**src/hw/rtl/wsdi_pkg.sv**
```systemverilog
// shared types, constants and tables for the snr to db index block
package wsdi_pkg;

  localparam int LOG_ENTRIES  = 64;
  localparam int IDX_W        = $clog2(LOG_ENTRIES);
  localparam int SEARCH_STEPS = $clog2(LOG_ENTRIES) + 1;
  localparam int DIV_W        = 32;
  localparam int ROM_W        = DIV_W + 1;
  localparam int NUM_W        = 25;
  localparam int PROD_W       = 8 + NUM_W;
  localparam int SNR_W        = 7;
  localparam int FRAC_DIGITS  = 15;
  localparam int LATENCY      = 1 + DIV_W + SEARCH_STEPS;

  localparam logic [NUM_W-1:0] NUM_SCALE = NUM_W'(17578125);
  localparam logic [ROM_W-1:0] ROM_SAT   = {1'b1, {DIV_W{1'b0}}};

  // (m + 8) * 281250000 for the three bit mantissa m
  localparam logic [DIV_W-1:0] DEN_TAB [8] = '{
    32'd2250000000, 32'd2531250000, 32'd2812500000, 32'd3093750000,
    32'd3375000000, 32'd3656250000, 32'd3937500000, 32'd4218750000
  };

  localparam logic signed [SNR_W-1:0] QUALITY_TAB [8] = '{
    -7'sd6, -7'sd5, -7'sd4, 7'sd0, -7'sd1, 7'sd2, 7'sd5, 7'sd8
  };

  // floor(10^(r/10) * 10^15)
  localparam logic [63:0] TENTH_POW [10] = '{
    64'd1000000000000000, 64'd1258925411794167, 64'd1584893192461113,
    64'd1995262314968879, 64'd2511886431509580, 64'd3162277660168379,
    64'd3981071705534972, 64'd5011872336272722, 64'd6309573444801932,
    64'd7943282347242815
  };

  typedef logic [ROM_W-1:0] rom_t [LOG_ENTRIES];

  // floor(10^(i/10)), saturated above the quotient range
  function automatic rom_t build_rom();
    rom_t        r;
    logic [63:0] v;
    int          q;
    for (int i = 0; i < LOG_ENTRIES; i++) begin
      q = i / 10;
      v = TENTH_POW[i % 10];
      for (int k = q; k < FRAC_DIGITS; k++) begin
        v = v / 10;
      end
      if (q > FRAC_DIGITS || v >= 64'(ROM_SAT)) begin
        r[i] = ROM_SAT;
      end else begin
        r[i] = ROM_W'(v);
      end
    end
    return r;
  endfunction

  localparam rom_t LOG_ROM = build_rom();

  typedef struct packed {
    logic [7:0] snr_nibble;
    logic [7:0] mantissa_byte;
    logic [7:0] exponent_byte;
  } cmd_t;

  typedef struct packed {
    logic signed [SNR_W-1:0] snr_db;
    logic                    used_fallback;
    logic                    bad_nibble;
  } result_t;

  typedef struct packed {
    logic                    used_fallback;
    logic                    bad_nibble;
    logic signed [SNR_W-1:0] fb_db;
  } side_t;

  typedef struct packed {
    logic             valid;
    side_t            side;
    logic [DIV_W-1:0] rem;
    logic [DIV_W-1:0] dq;
    logic [DIV_W-1:0] den;
  } div_stage_t;

  typedef struct packed {
    logic             valid;
    side_t            side;
    logic [DIV_W-1:0] quo;
    logic [IDX_W-1:0] lo;
    logic [IDX_W-1:0] hi;
    logic [IDX_W-1:0] nxt;
    logic [IDX_W-1:0] idx;
    logic             fin;
  } srch_t;

endpackage

```
**src/hw/rtl/wsdi_search_cell.sv**
```systemverilog
// one binary search step over the db table
module wsdi_search_cell (
  input  logic              clk,
  input  logic              rst,
  input  wsdi_pkg::srch_t   din,
  output wsdi_pkg::srch_t   dout
);
  import wsdi_pkg::*;

  logic [IDX_W:0] sum;
  srch_t          dout_next;

  always_comb begin
    dout_next = din;
    sum       = '0;
    if (!din.fin) begin
      dout_next.idx = din.nxt;
      if ({1'b0, din.quo} >= LOG_ROM[din.nxt]) begin
        dout_next.lo = din.nxt;
        sum          = {1'b0, din.nxt} + {1'b0, din.hi};
      end else begin
        dout_next.hi = din.nxt;
        sum          = {1'b0, din.nxt} + {1'b0, din.lo};
      end
      dout_next.nxt = sum[IDX_W:1];
      dout_next.fin = (sum[IDX_W:1] == din.nxt);
    end
  end

  always_ff @(posedge clk) begin
    if (rst) begin
      dout <= '0;
    end else begin
      dout <= dout_next;
    end
  end

endmodule

```
**config.mk**
```make
export PLATFORM = sky130hd
export DESIGN_NAME = wsdi_search_cell
export DESIGN_NICKNAME = d
export VERILOG_FILES = /design/src/hw/rtl/wsdi_pkg.sv /design/src/hw/rtl/wsdi_search_cell.sv
export SDC_FILE = /design/constraint.sdc
export NUM_CORES = 1
export LEC_CHECK = 0
export ABC_AREA = 1
export BUFFER_PORTS_ARGS = -buffer_cell sky130_fd_sc_hd__buf_2
export CAP_MARGIN = 20
export CORE_MARGIN = 2
export CORE_UTILIZATION = 55
export DETAILED_ROUTE_END_ITERATION = 8
export MAX_ROUTING_LAYER = met4
export PLACE_DENSITY = 0.86
export SLEW_MARGIN = 10
export SYNTH_ARGS = -nofsm -noshare
export SYNTH_HDL_FRONTEND = slang
export SYNTH_SLANG_ARGS = --single-unit
export TNS_END_PERCENT = 100
```
**constraint.sdc**
```tcl
create_clock -name clk -period 11.9 [get_ports clk]
set_input_delay 0.595 -clock clk [delete_from_list [all_inputs] [get_ports clk]]
set_output_delay 0.595 -clock clk [all_outputs]
set_load 0.05 [all_outputs]
```
==> summary.md <==
| Metric | Value |
|---|---|
| Status | completed |
| Rel. slew slack | 0.299 |
| Drt wl/cell | 16.0 um |
| PD cells | 125 mW/mm^2 |
| Overflow left after global routing | 0 |
| Global-route wire length before repair | 20300 um |
| Synth Flop Type | dfxtp_1 |
| DRC | 0 |
| Final worst slack | 6.03 ns |
| Top delay family on crit path | compound AO/OA/AOI/OAI gates |
| Final ANT Viol Nets | 0 |
| Vias in the first global route | 4131 |
| CTS tree | yes |
| Placement Setup Slack | 5.96 ns |
| Crit path buf inv count | 3 |
| Fillers | 610 |
| DP HPWL | 10000 um |
| Placed cell count | 806 |
| CTS Buffer Depth | 2 |
| FMAX | 170 MHz |
| Leakage | 0.00272 uW |
| Via density | 5.57 |
| Seq/Total Area, Yosys | 0.326 |
| Max_cap viols | 0 |
| Largest net degree at the start of global routing | 61 |
| Post-DP Area | 0.00480 mm^2 |
| Max stage delay on crit path | 0.50 ns |
| Design Area, Final | 0.00500 mm^2 |
| CTS resizes | 0 |
| Fin Setup TNS | 0 ns |
| Antenna violations before repair | 0 |
| Mapped cell area | 0.00411 mm^2 |
| Fin cells | 822 |
| VDD IR-drop max | 0.0659 mV |
| Num CTS Buffers | 9 |
| Fin crit share | 0.493 |
| Hold crit path type | primary input to register |
| Tot GR Track Use | 0.319 |
| Hold Fails Final Rpt | 0 |
| Worst Max-Slew Pin Slew | 1.05 ns |
| Yosys warns | 0 |
| Area leader, netlist | dfxtp_1 |
| Pre-antenna DRT Iters | 6 |
| DR vias | 4582 |
| Die width | 90.4 um |
| List of most frequent post-synthesis cells | nor2_1 (101), inv_1 (94), nand2_1 (91) |
| H-tree levels | 3 |
| Root Driver | clkbuf_8 |
| Clock Sinks | 67 |
| CP max stage cell | ha_1 |
| Die ar. | 0.00818 mm^2 |
| Worst-path clk slew | 0.08 ns |
| RSZ-0062 raised after global routing | no |
| Die Ht | 90.4 um |
| Top-count cell post-synth | nor2_1 |
| Worst Path Required | 12.17 ns |
| Port Buffers | 135 |
| Core box area | 0.00725 mm^2 |
| Ant. Diodes | 0 |
| Worst-path fanout max | 16 |
| Avg Inst Size Synth | 6.86 um^2 |
| Mapped Cells | 599 |
| Rows | 31 |
| Fraction of layout cells with a size suffix above 1 | 0.232 |
| Tmin final | 5.87 ns |
| Routed WL | 13100 um |
| Post-synth EDFFs | 0 |
| Most flops, register | dout |
| Setup bufs post-CTS | 0 |
| Yosys reg bits | 67 |
| Final-report setup violation count | 0 |
| Crit end category | register |
| Distinct cell type count after synthesis | 45 |
| Fin nets | 825 |
| # IOs | 136 |
| P&R area growth vs syn | 21.8% |
| Slew Viols, Final | 0 |
| Initial DRC count | 410 |
| Cts hold-fix bufs | 0 |
| Initial Util | 0.567 |
| Asr flop ratio synth | 0 |
| Startpoint Class | primary input |
| Total nets after synthesis | 706 |
| CP Data Arrival Time | 6.14 ns |
| Routability cong. | 1.09 |
| Most used cell, CP | o21ai_0 |
| Synth top area cells | dfxtp_1 (33%), ha_1 (11%), nor2_1 (9.2%) |
| Max reg flops | 67 |
| Post-synth top area share | 0.326 |
| Biggest regs | dout: 67 flops |
| Crit path kind | primary input to register |
==> path summary, 6_finish.rpt <==
path,slack (ns),depth (start not counted),startpoint,end
worst min-delay path,0.45,3,din[62],dout[62]$_SDFF_PP0_
worst max-delay path,6.03,33,din[8],dout[0]$_SDFF_PP0_
==> power breakdown <==
group / total (uW) / switching [uW] / internal (uW)
logic: 188 / 135 / 52.6
registers: 241 / 3.17 / 238
clock network: 197 / 96.4 / 100
==> per-layer routing <==
layer | up-vias | part of all wire | global-route usage
met4 | 0 | 0.037 | 0.140
met3 | 46 | 0.11 | 0.0810
met1 | 2014 | 0.40 | 0.395
met2 | 338 | 0.45 | 0.493
li1 | 2184 | - | -
met5 | - | 0 | -
==> cell usage in the layout, fill, tap and decap left out, drive strengths merged, types with 2 or more instances in the layout <==
cell type and n:
inv 99, nor2 106, nand4 3, dfxtp 67, o31ai 2, a21oi 28
ha 37, a31oi 4, nor3 4, o211ai 4, a32oi 2, o21ai 49
clkinv 4, nand2 97, clkbuf 9, a22oi 2, xor2 4, o221ai 3
a211oi 6, a221oi 10, buf 135, o22ai 5, nand3 30
==> final cells by class <==
cell class,instances,area [um^2],share of cell area
multi-input combinational,407,2290,0.457
sequential,67,1340,0.268
timing repair buffer,135,676,0.135
inverter,98,368,0.0735
clock buffer,9,124,0.0248
tap,99,124,0.0248
clock inverter,7,83.8,0.0167
==> stage by stage <==
| step | hold WS, ns | utilization | total power, uW |
|---|---|---|---|
| 5_1_grt | 0.449 | 0.690 | 654 |
| 3_3_place_gp | 0.797 | 0.661 | 429 |
| 3_5_place_dp | 0.802 | 0.661 | 430 |
| 4_1_cts | 0.443 | 0.690 | 625 |
| 2_1_floorplan | 0.702 | - | 377 |
| 6_report | 0.452 | 0.690 | 625 |
==> kinds of logic (layout without fill, tap and decap cells) <==
group                    Yosys count  in the layout  synth area share
adder cells (fa/ha/maj)           38             38             0.118
flip-flops                        67             67             0.326
buffers and inverters            125            249             0.117
AO/OA/AOI/OAI                    122            122             0.180
XOR/XNOR                           5              5            0.0107
AND/OR/NAND/NOR                  242            242             0.248
(Power assumes the default switching activity.)
