`config.mk`:
```
export PLATFORM = sky130hd
export DESIGN_NAME = wsdi_div_cell
export DESIGN_NICKNAME = d
export VERILOG_FILES = /design/src/hw/rtl/wsdi_pkg.sv /design/src/hw/rtl/wsdi_div_cell.sv
export SDC_FILE = /design/constraint.sdc
export NUM_CORES = 1
export LEC_CHECK = 0
export BUFFER_PORTS_ARGS = -buffer_cell sky130_fd_sc_hd__buf_2
export CAP_MARGIN = 20
export CORE_MARGIN = 3
export CORE_UTILIZATION = 53
export CTS_BUF_LIST = sky130_fd_sc_hd__clkbuf_8
export DETAILED_ROUTE_END_ITERATION = 8
export PLACE_DENSITY = 0.87
export SYNTH_ARGS = -nofsm -noshare
export SYNTH_HDL_FRONTEND = slang
export SYNTH_SLANG_ARGS = --single-unit
```
`constraint.sdc`:
```
create_clock -name clk -period 8 [get_ports clk]
set_input_delay 1.6 -clock clk [delete_from_list [all_inputs] [get_ports clk]]
set_output_delay 1.6 -clock clk [all_outputs]
set_load 0.05 [all_outputs]
```
`src/hw/rtl/wsdi_pkg.sv`:
```
// shared types, constants and tables for the snr to db index block
package wsdi_pkg;

  localparam int LOG_ENTRIES  = 64;
  localparam int IDX_W        = $clog2(LOG_ENTRIES);
  localparam int SEARCH_STEPS = $clog2(LOG_ENTRIES) + 1;
  localparam int DIV_W        = 32;
  localparam int ROM_W        = DIV_W + 1;
  localparam int NUM_W        = 25;
  localparam int PROD_W       = 8 + NUM_W;
  localparam int SNR_W        = 7;
  localparam int FRAC_DIGITS  = 15;
  localparam int LATENCY      = 1 + DIV_W + SEARCH_STEPS;

  localparam logic [NUM_W-1:0] NUM_SCALE = NUM_W'(17578125);
  localparam logic [ROM_W-1:0] ROM_SAT   = {1'b1, {DIV_W{1'b0}}};

  // (m + 8) * 281250000 for the three bit mantissa m
  localparam logic [DIV_W-1:0] DEN_TAB [8] = '{
    32'd2250000000, 32'd2531250000, 32'd2812500000, 32'd3093750000,
    32'd3375000000, 32'd3656250000, 32'd3937500000, 32'd4218750000
  };

  localparam logic signed [SNR_W-1:0] QUALITY_TAB [8] = '{
    -7'sd6, -7'sd5, -7'sd4, 7'sd0, -7'sd1, 7'sd2, 7'sd5, 7'sd8
  };

  // floor(10^(r/10) * 10^15)
  localparam logic [63:0] TENTH_POW [10] = '{
    64'd1000000000000000, 64'd1258925411794167, 64'd1584893192461113,
    64'd1995262314968879, 64'd2511886431509580, 64'd3162277660168379,
    64'd3981071705534972, 64'd5011872336272722, 64'd6309573444801932,
    64'd7943282347242815
  };

  typedef logic [ROM_W-1:0] rom_t [LOG_ENTRIES];

  // floor(10^(i/10)), saturated above the quotient range
  function automatic rom_t build_rom();
    rom_t        r;
    logic [63:0] v;
    int          q;
    for (int i = 0; i < LOG_ENTRIES; i++) begin
      q = i / 10;
      v = TENTH_POW[i % 10];
      for (int k = q; k < FRAC_DIGITS; k++) begin
        v = v / 10;
      end
      if (q > FRAC_DIGITS || v >= 64'(ROM_SAT)) begin
        r[i] = ROM_SAT;
      end else begin
        r[i] = ROM_W'(v);
      end
    end
    return r;
  endfunction

  localparam rom_t LOG_ROM = build_rom();

  typedef struct packed {
    logic [7:0] snr_nibble;
    logic [7:0] mantissa_byte;
    logic [7:0] exponent_byte;
  } cmd_t;

  typedef struct packed {
    logic signed [SNR_W-1:0] snr_db;
    logic                    used_fallback;
    logic                    bad_nibble;
  } result_t;

  typedef struct packed {
    logic                    used_fallback;
    logic                    bad_nibble;
    logic signed [SNR_W-1:0] fb_db;
  } side_t;

  typedef struct packed {
    logic             valid;
    side_t            side;
    logic [DIV_W-1:0] rem;
    logic [DIV_W-1:0] dq;
    logic [DIV_W-1:0] den;
  } div_stage_t;

  typedef struct packed {
    logic             valid;
    side_t            side;
    logic [DIV_W-1:0] quo;
    logic [IDX_W-1:0] lo;
    logic [IDX_W-1:0] hi;
    logic [IDX_W-1:0] nxt;
    logic [IDX_W-1:0] idx;
    logic             fin;
  } srch_t;

endpackage

```
`src/hw/rtl/wsdi_div_cell.sv`:
```
// one restoring divider cell: one quotient bit per item
module wsdi_div_cell (
  input  logic                   clk,
  input  logic                   rst,
  input  wsdi_pkg::div_stage_t   din,
  output wsdi_pkg::div_stage_t   dout
);
  import wsdi_pkg::*;

  logic [DIV_W:0] trial;
  logic [DIV_W:0] diff;
  logic           take;
  div_stage_t     dout_next;

  assign trial = {din.rem, din.dq[DIV_W-1]};
  assign diff  = trial - {1'b0, din.den};
  assign take  = trial >= {1'b0, din.den};

  always_comb begin
    dout_next     = din;
    dout_next.rem = take ? diff[DIV_W-1:0] : trial[DIV_W-1:0];
    dout_next.dq  = {din.dq[DIV_W-2:0], take};
  end

  always_ff @(posedge clk) begin
    if (rst) begin
      dout <= '0;
    end else begin
      dout <= dout_next;
    end
  end

endmodule

```
==> results.tsv <==
stage	metric	value	unit
routing	Wirelength per Cell	15.4	um
cells_and_area	commonest cells after routing, fill and taps aside	buf_2, dfxtp_1, nand2_1	
place	Final HPWL DP	10300	um
worst_hold_path	hold_sp	din[59]	
grt	global route hottest layer	met2	
cells_and_area	layout cells sized above 1	30.7	%
clock_network	clock root cell	clkbuf_8	
timing	Final setup viols	0	
grt	first-pass GRT wire length	20600	um
cells_and_area	layout overhead on the synthesized area	26.1	%
timing	fmax	229	MHz
setup_path	CP required	8300	ps
logic_synthesis	Ys Warns	0	
setup_path	CP Max Fanout	30	
setup_path	kind of critical path	in -> reg	
routing	final antenna-violating net count	0	
power	Flop pwr share	42.9	%
clock_network	Reg clk slew, reported paths	110	ps
timing	Final Cycle Share	54.6	%
floorplan	row count	34	
setup_path	crit path capture type	flop	
floorplan	die area	10500	um^2
cells_and_area	post-route cell area	6240	um^2
logic_synthesis	register area share after synthesis	42.9	%
routing	vias	4688	
clock_network	CTS H-tree depth	3	
power	Comb power frac	32.8	%
place	Buffers on Ports	213	
logic_synthesis	Primary FF master, synth	dfxtp_1	
logic_synthesis	EDFF count, synth	0	
routing	Iter 0 DRT Violations	181	
grt	vias in the first global route	4591	
timing	Max-slew headroom	25.8	%
power	Psw	0.000518	W
floorplan	Boundary Pins	214	
logic_synthesis	Post-Syn Area per Cell	8.68	um^2
logic_synthesis	area of the mapped netlist	4950	um^2
worst_hold_path	HP Class	in -> reg	
setup_path	slowest cell on the critical path	buf_4	
power	pwr/cell area	217	nW/um^2
logic_synthesis	Yosys cell types	56	
routing	routed vias/inst	5.30	
clock_network	CTS buffer count	9	
clock_network	post_cts resized	0	
cells_and_area	Layout Nets	911	
power	Leakage	3.21	nW
cells_and_area	sequential cell area	2120	um^2
logic_synthesis	Syn Nets	711	
logic_synthesis	synthesized instance count	570	
grt	GRT met2 Usage	43.0	%
run_status	status	finished, final reports clean	
logic_synthesis	Synth Register Bits	106	
cells_and_area	Top Registers	dout (106)	
grt	initial antenna violation count	0	
cells_and_area	multi-input logic area	2500	um^2
clock_network	hold buffer count at cts	0	
grt	pin count of the biggest net entering global routing	113	
clock_network	TritonCTS clock tree	yes	
job	number of max-cap violations	0	
routing	total routed wirelength	13600	um
power	P_int	0.000834	W
setup_path	crit path launch type	primary input	
floorplan	chip height	103	um
floorplan	Die Span X	103	um
setup_path	delay of the slowest critical-path stage	400	ps
grt	M3 GR Usage	5.75	%
setup_path	CP arrival	4670	ps
logic_synthesis	fraction of registers with async set/reset	0	%
clock_network	clock sinks	106	
routing	drt first pass iters	4	
floorplan	core area	8890	um^2
timing	Final min period	4370	ps
timing	setup TNS	0	ps
worst_hold_path	hold endpoint	dout[60]	
timing	Slew Viols, Final	0	
timing	RSZ-0062 raised after global routing	no	
worst_hold_path	Hold Crit Depth	2	
cells_and_area	commonest non-fill, non-tap cell in the layout	buf_2	
setup_path	CP Cell Sequence	buf_2 -> inv_1 -> ha_1 -> and2b_1 -> o211ai_1 -> a31o_1 -> o31a_1 -> o22ai_2 -> a21o_1 -> buf_4 -> nand2b_1 -> o22ai_1	
timing	Fin. Hold Viols	0	
timing	hold_ws	1420	ps
power	Net Sw Frac	38.3	%
place	DP Area	6010	um^2
power	clock share of power	24.3	%
timing	Worst Max-Slew Pin Slew	1110	ps
floorplan	Starting Density	55.6	%
clock_network	clk buf depth	2	
grt	grt ovf	0	
cells_and_area	most flop-heavy register	dout	
grt	Overall Global Routing Usage	24.5	%
cells_and_area	max FFs per register	106	
place	GP Congestion	0.912	
grt	met1 Resource Use GR	28.7	%
cells_and_area	Layout fillers	738	
power	VDD IR max	0.000112	V
clock_network	buffer count from post-CTS setup fixing	0	
routing	DRC	0	
cell type report:
class                   instances  area share [%]
well taps                     108            2.17
clock buffers                  10            2.21
diodes                          1          0.0401
multi-input cells             391            40.1
clock inverters                 6           0.963
inverters                      47            2.83
repair buffers                215            17.7
flip-flops and latches        106            34.0
synth_stat cells, types with 2 or more instances:
cell | count | area (um^2)
nand4b_1 | 3 | 26.3
inv_1 | 47 | 176
nor2b_1 | 44 | 275
o311ai_1 | 2 | 17.5
dfxtp_1 | 106 | 2120
o21a_1 | 4 | 30.0
nor2_1 | 49 | 184
o211ai_1 | 7 | 52.6
o21ai_0 | 16 | 80.1
a221oi_1 | 2 | 17.5
buf_6 | 6 | 67.6
a21o_1 | 17 | 128
ha_1 | 32 | 400
o31a_1 | 2 | 17.5
a21oi_1 | 45 | 225
or3_1 | 6 | 37.5
o21bai_1 | 2 | 15.0
nor4_1 | 3 | 18.8
o22ai_1 | 7 | 43.8
nand4_1 | 3 | 18.8
nor3_1 | 5 | 25.0
o221ai_1 | 2 | 17.5
a31oi_1 | 5 | 31.3
a31o_2 | 2 | 17.5
nand3_1 | 11 | 55.1
o2111ai_1 | 2 | 17.5
a211oi_1 | 4 | 30.0
a211oi_2 | 2 | 25.0
clkbuf_1 | 15 | 56.3
xor2_1 | 9 | 78.8
xnor2_1 | 14 | 123
nand2b_1 | 11 | 68.8
nand2_1 | 58 | 218
buf_2 | 5 | 25.0
critical path, delay by kind of cell:
family	cells	cell delay, ps
AO/OA/AOI/OAI	6	1750
adder cells (fa/ha/maj)	1	290
buffers and inverters	3	550
AND/OR/NAND/NOR	2	470
power by group through the flow:
| stage | Combinational, W | Clock (W) | Sequential, W |
|---|---|---|---|
| 6_report | 0.000443 | 0.000329 | 0.000580 |
| 5_1_grt | 0.000475 | 0.000356 | 0.000583 |
| 4_1_cts | 0.000441 | 0.000336 | 0.000580 |
| 3_5_place_dp | 0.000438 | 0 | 0.000592 |
| 3_3_place_gp | 0.000431 | 0 | 0.000591 |
| 2_1_floorplan | 0.000182 | 0 | 0.000741 |
stage by stage:
stage / total power, W / cells / setup WS [ps] / utilization, %
4_1_cts: 0.00136 / 882 / 3660 / 69.8
3_3_place_gp: 0.00102 / 866 / 3340 / 67.6
3_5_place_dp: 0.00103 / 866 / 3260 / 67.6
5_1_grt: 0.00141 / 883 / 3520 / 70.1
2_1_floorplan: 0.000923 / 570 / 4200 / -
6_report: 0.00135 / 884 / 3630 / 70.2
worst max-delay path by stage:
stage,startpoint,end,slack [ps]
floorplan,din[22],dout[74],4200
global placement,din[1],dout[79],3340
detailed placement,din[1],dout[79],3260
CTS,din[1],dout[79],3660
global route,din[1],dout[88],3520
finish,din[1],dout[79],3630
per-layer routing:
metal  share of wire (%)  wire (um)  vias up
met4                 2.7        364        0
met3                 6.9        932       26
met1                  41       5560     2141
met2                  49       6720      186
li1                    -          -     2335
met5                   0          0        -
logic make-up after synthesis:
family / after synthesis / share of synthesized area (%)
xor gates and xnor gates: 23 / 4.07
muxes: 1 / 0.202
adders and majority gates: 33 / 8.50
DFF: 106 / 42.9
AOI/OAI and AO/OA: 138 / 18.6
and+or+nand+nor: 196 / 19.2
buffers and inverters: 73 / 6.58
Note: power is estimated with default switching activity, not from simulation.
